### src/rtl/core/pli_pkg.sv
// Shared types and fixed field widths for the posting list intersection block.
// Used by pli_head_cmp and posting_list_intersection; depends on nothing.
package pli_pkg;

	// fixed widths of the stream fields
	localparam int DOC_ID_W   = 20;
	localparam int WEIGHT_W   = 16;
	localparam int LIST_IDX_W = 2;
	localparam int NUM_SLOTS  = 2 ** LIST_IDX_W;
	localparam int COUNT_W    = 3;
	localparam int S_TDATA_W  = 40;
	localparam int S_TUSER_W  = 3;
	localparam int M_TDATA_W  = 88;

	// head comparison outcome handed from the compare unit to the sequencer
	typedef struct packed {
		logic                  same;
		logic [LIST_IDX_W-1:0] best;
	} cmp_t;

endpackage

### src/rtl/core/pli_head_cmp.sv
// Head compare unit: checks whether all list heads in use agree and finds the
// list holding the smallest head id (lowest list wins a tie). Uses pli_pkg.
module pli_head_cmp #(
	parameter int DOC_ID_BITS = 20
) (
	input  logic [DOC_ID_BITS-1:0]   head_id [pli_pkg::NUM_SLOTS],
	input  logic [pli_pkg::NUM_SLOTS-1:0] use_mask,
	output pli_pkg::cmp_t            cmp
);

	logic [DOC_ID_BITS-1:0] best_id;

	// equality against list 0 and running minimum over the other lists
	always_comb begin
		cmp.same = 1'b1;
		cmp.best = '0;
		best_id  = head_id[0];
		for (int i = 1; i < pli_pkg::NUM_SLOTS; i++) begin
			if (use_mask[i]) begin
				if (head_id[i] != head_id[0]) begin
					cmp.same = 1'b0;
				end
				if (head_id[i] < best_id) begin
					best_id  = head_id[i];
					cmp.best = pli_pkg::LIST_IDX_W'(i);
				end
			end
		end
	end

endmodule

### config.mk
export PLATFORM = sky130hd
export DESIGN_NAME = pli_head_cmp
export DESIGN_NICKNAME = d
export VERILOG_FILES = /design/src/rtl/core/pli_pkg.sv /design/src/rtl/core/pli_head_cmp.sv
export SDC_FILE = /design/constraint.sdc
export NUM_CORES = 1
export LEC_CHECK = 0
export BUFFER_PORTS_ARGS = -buffer_cell sky130_fd_sc_hd__buf_2
export CAP_MARGIN = 10
export CORE_MARGIN = 5
export CORE_UTILIZATION = 50
export DETAILED_ROUTE_END_ITERATION = 12
export GPL_TIMING_DRIVEN = 0
export PLACE_DENSITY = 0.8
export REMOVE_ABC_BUFFERS = 1
export SLEW_MARGIN = 20
export SYNTH_ARGS = -nofsm -noshare
export SYNTH_HDL_FRONTEND = slang
export SYNTH_SLANG_ARGS = --single-unit
### constraint.sdc
create_clock -name vclk -period 7.95
set_input_delay 1.1925 -clock vclk [all_inputs]
set_output_delay 1.1925 -clock vclk [all_outputs]
set_load 0.005 [all_outputs]
# After elaboration in Yosys (flattened, before gate mapping)

Cells that the tools add are included.

Output and inout port bits: 3
Word-level logic and storage cells: 19
Bits of input ports: 84
Flip-flop bits (word level): 0

Multiplexer cells: 13
Eq/ne operators: 3
Magnitude comparators: 3

Operator list:

| kind           | number |
|---|---|
| $mux W20       | 4 |
| $lt A20 B20 Y1 | 3 |
| $ne A20 B20 Y1 | 3 |
| $mux W3        | 3 |
| $mux W1        | 4 |
| $mux W2        | 2 |

# Longest topological paths before layout

Depth after elaboration: 9
Gate-level depth with buffers: 25
Gate-level depth less buffers: 23

# Least setup slack after synthesis

Ideal clock, no wire load.

Path type: input-to-output
Start point: in head_id[75] (netlist bit)
End point: out cmp[0] (netlist bit)
Arrival: 6.034 ns
Path slack: 0.724 ns
Stages: 25
Required time: 6.758 ns
Path buffers: 2
Cells stage by stage: inv_1 > ha_1 > nand4_1 > nand4bb_1 > a21o_1 > nand4_1 > buf_2 > mux2i_1 > ha_1 > a2111oi_2 > o21ai_1 > a2111oi_0 > or2_2 > nand3_2 > o21a_4 > buf_6 > mux2_4 > ha_1 > a21o_1 > a21o_1 > a221oi_1 > o221ai_1 > a21oi_1 > nand3_1 > o211ai_1

RTL lines:

| element         | RTL line          | source |
|---|---|---|
| start, declared | pli_head_cmp.sv:6 | `input logic [DOC_ID_BITS-1:0] head_id [pli_pkg::NUM_SLOTS],` |
| end, declared   | pli_head_cmp.sv:8 | `output pli_pkg::cmp_t cmp` |

==> metrics.yaml <==
outcome: "complete, no violations"
slowest_stage: "nor4_4"
antenna_found_initial: 0
cts_hold_buf: 0
synth_cell_types: 40
die_height_um: 80.8
synth.largest_area_cell: "ha_1"
clock_buffers: 0
synth_area_um2: 2510
areaGrowthSynthToFinish_pct: 32.0
drc_errors: 0
cap_violations: 0
power_density_nw_per_um2: 89.4
fillers: 376
design.seq.count: 0
worstPathMaxFanout: 9
fin_setup_tns_ps: 0
synth_common_cells: "58 x ha_1, 43 x inv_1, 21 x nand2_1, 20 x xnor2_1, 20 x xor2_1"
die_area_um2: 6530
drive_gt1_frac: 0.360
detail_route.wl_per_cell_um: 17.0
timing.fmax_mhz: 128
io_pins: 87
dp_hpwl_um: 6470
crit_top_cell: "nand4_1"
holdWs_ps: 2680
synth_top_area_share: 0.289
min_path_cells: 3
fin_nets: 555
rows: 25
setup_slack_ps: 123
seq_area_um2: 0
grt_pass1_vias: 2709
die_w_um: 80.8
yosys.cell_count.top_type: "ha_1"
postSynthCellCount: 311
cp.arrival_ps: 6630
tightest_slew_ps: 408
peakVddDrop_uv: 45.5
grt_overflow_total: 0
synth_area_leaders: "ha_1 29%, mux2_4 11%, mux2i_1 7.6%"
power_leakage_nw: 1.78
routed_wl_um: 8110
crit_path_end: "cmp[0]"
final_util: 0.692
hold_violations: 0
setup_violations: 0
route.vias.total: 2777
min_period_ps: 7830
slew_headroom: 0.726
max_stage_delay_ps: 380
gp_congestion: 0.901
crit_path_start_kind: "input pin"
seq_area_frac_synth: 0
grt_first_pass_wirelength_um: 12100
grt_usage: 0.229
ant_nets: 0
drtPass1Iterations: 5
n_antenna_cell: 0
cp.required_ps: 6760
finalCritPeriodShare: 0.984
grt_max_degree: 11
hold_path_class: "in2out"
portBuffers: 86
critical_path_class: "in2out"
ys_warn_count: 0
finalMaxSlewViolations: 0
cp-startpoint: "head_id[73]"
end_kind: "output pin"
dp_worst_setup_slack_ps: -347
syn_area_per_cell_um2: 8.06
coreArea_um2: 4790
drt-initial-drc-count: 219
start_util: 0.524
viasPerCell: 5.81
-- metrics by stage --
stage / std cells / total power, mW / cell area (um2)
2_1_floorplan: 307 / 0.167 / 2470
3_3_place_gp: 460 / 0.238 / 2990
5_1_grt: 478 / 0.322 / 3310
4_1_cts: 468 / 0.257 / 3070
3_5_place_dp: 462 / 0.246 / 3010
6_report: 478 / 0.296 / 3310
-- per-layer routing --
metal  vias to the layer above  part of all wire  GRT usage
met1                      1257              0.40      0.305
met4                         0             0.038     0.0287
met5                         -                 0          0
met2                       148              0.47      0.411
met3                        39             0.091     0.0155
li1                       1333                 -          -
-- power by group --
part / internal [mW] / leakage [nW] / switching, mW
combinational: 0.147 / 1.78 / 0.149
sequential: 0 / 0 / 0
clock: 0 / 0 / 0
-- worst min path at each step --
stage / start / end / slack (ps)
3_5_place_dp: use_mask[3] / cmp[2] / 2670
6_report: use_mask[3] / cmp[2] / 2680
4_1_cts: use_mask[3] / cmp[2] / 2680
3_3_place_gp: use_mask[3] / cmp[2] / 2670
2_1_floorplan: use_mask[3] / cmp[2] / 2440
5_1_grt: use_mask[3] / cmp[2] / 2690
-- critical path: cells and delay by family --
family / cells / cell delay [ps]
adders and majority gates: 3 / 820
buffers and inverters: 5 / 640
AOI/OAI and AO/OA: 9 / 1890
muxes: 2 / 580
and+or+nand+nor: 8 / 1510
-- cell families after synthesis --
kind of cell | Yosys count | share of synthesized area
multiplexers | 39 | 0.193
adder cells (fa/ha/maj) | 58 | 0.289
buffers and inverters | 47 | 0.0773
AND/OR/NAND/NOR | 70 | 0.147
AO/OA/AOI/OAI | 57 | 0.154
XOR/XNOR | 40 | 0.140
-- what timing repair did --
| action | in CTS | in global routing |
|---|---|---|
| setup endpoints to repair | 2 | 2 |
| gates cloned | 1 | 0 |
| setup buffers | 5 | 10 |
| pin swaps | 2 | 12 |
| resized for setup | 3 | 25 |
-- area by class of cell --
| cell class | count | area [um2] | area share |
|---|---|---|---|
| multi-input cells | 265 | 2490 | 0.751 |
| repair buffers | 103 | 578 | 0.175 |
| well taps | 67 | 83.8 | 0.0253 |
| inverters | 43 | 161 | 0.0488 |
-- placed cells by master (no fill, tap or decap), drive strengths merged, types with 8 or more instances in the layout --
cell,count
nand4,14
inv,43
mux2,20
nand2,21
a21o,8
nor2,9
xnor2,20
ha,58
mux2i,19
a21oi,19
buf,103
xor2,20
o21ai,8
(Power assumes the default switching activity.)
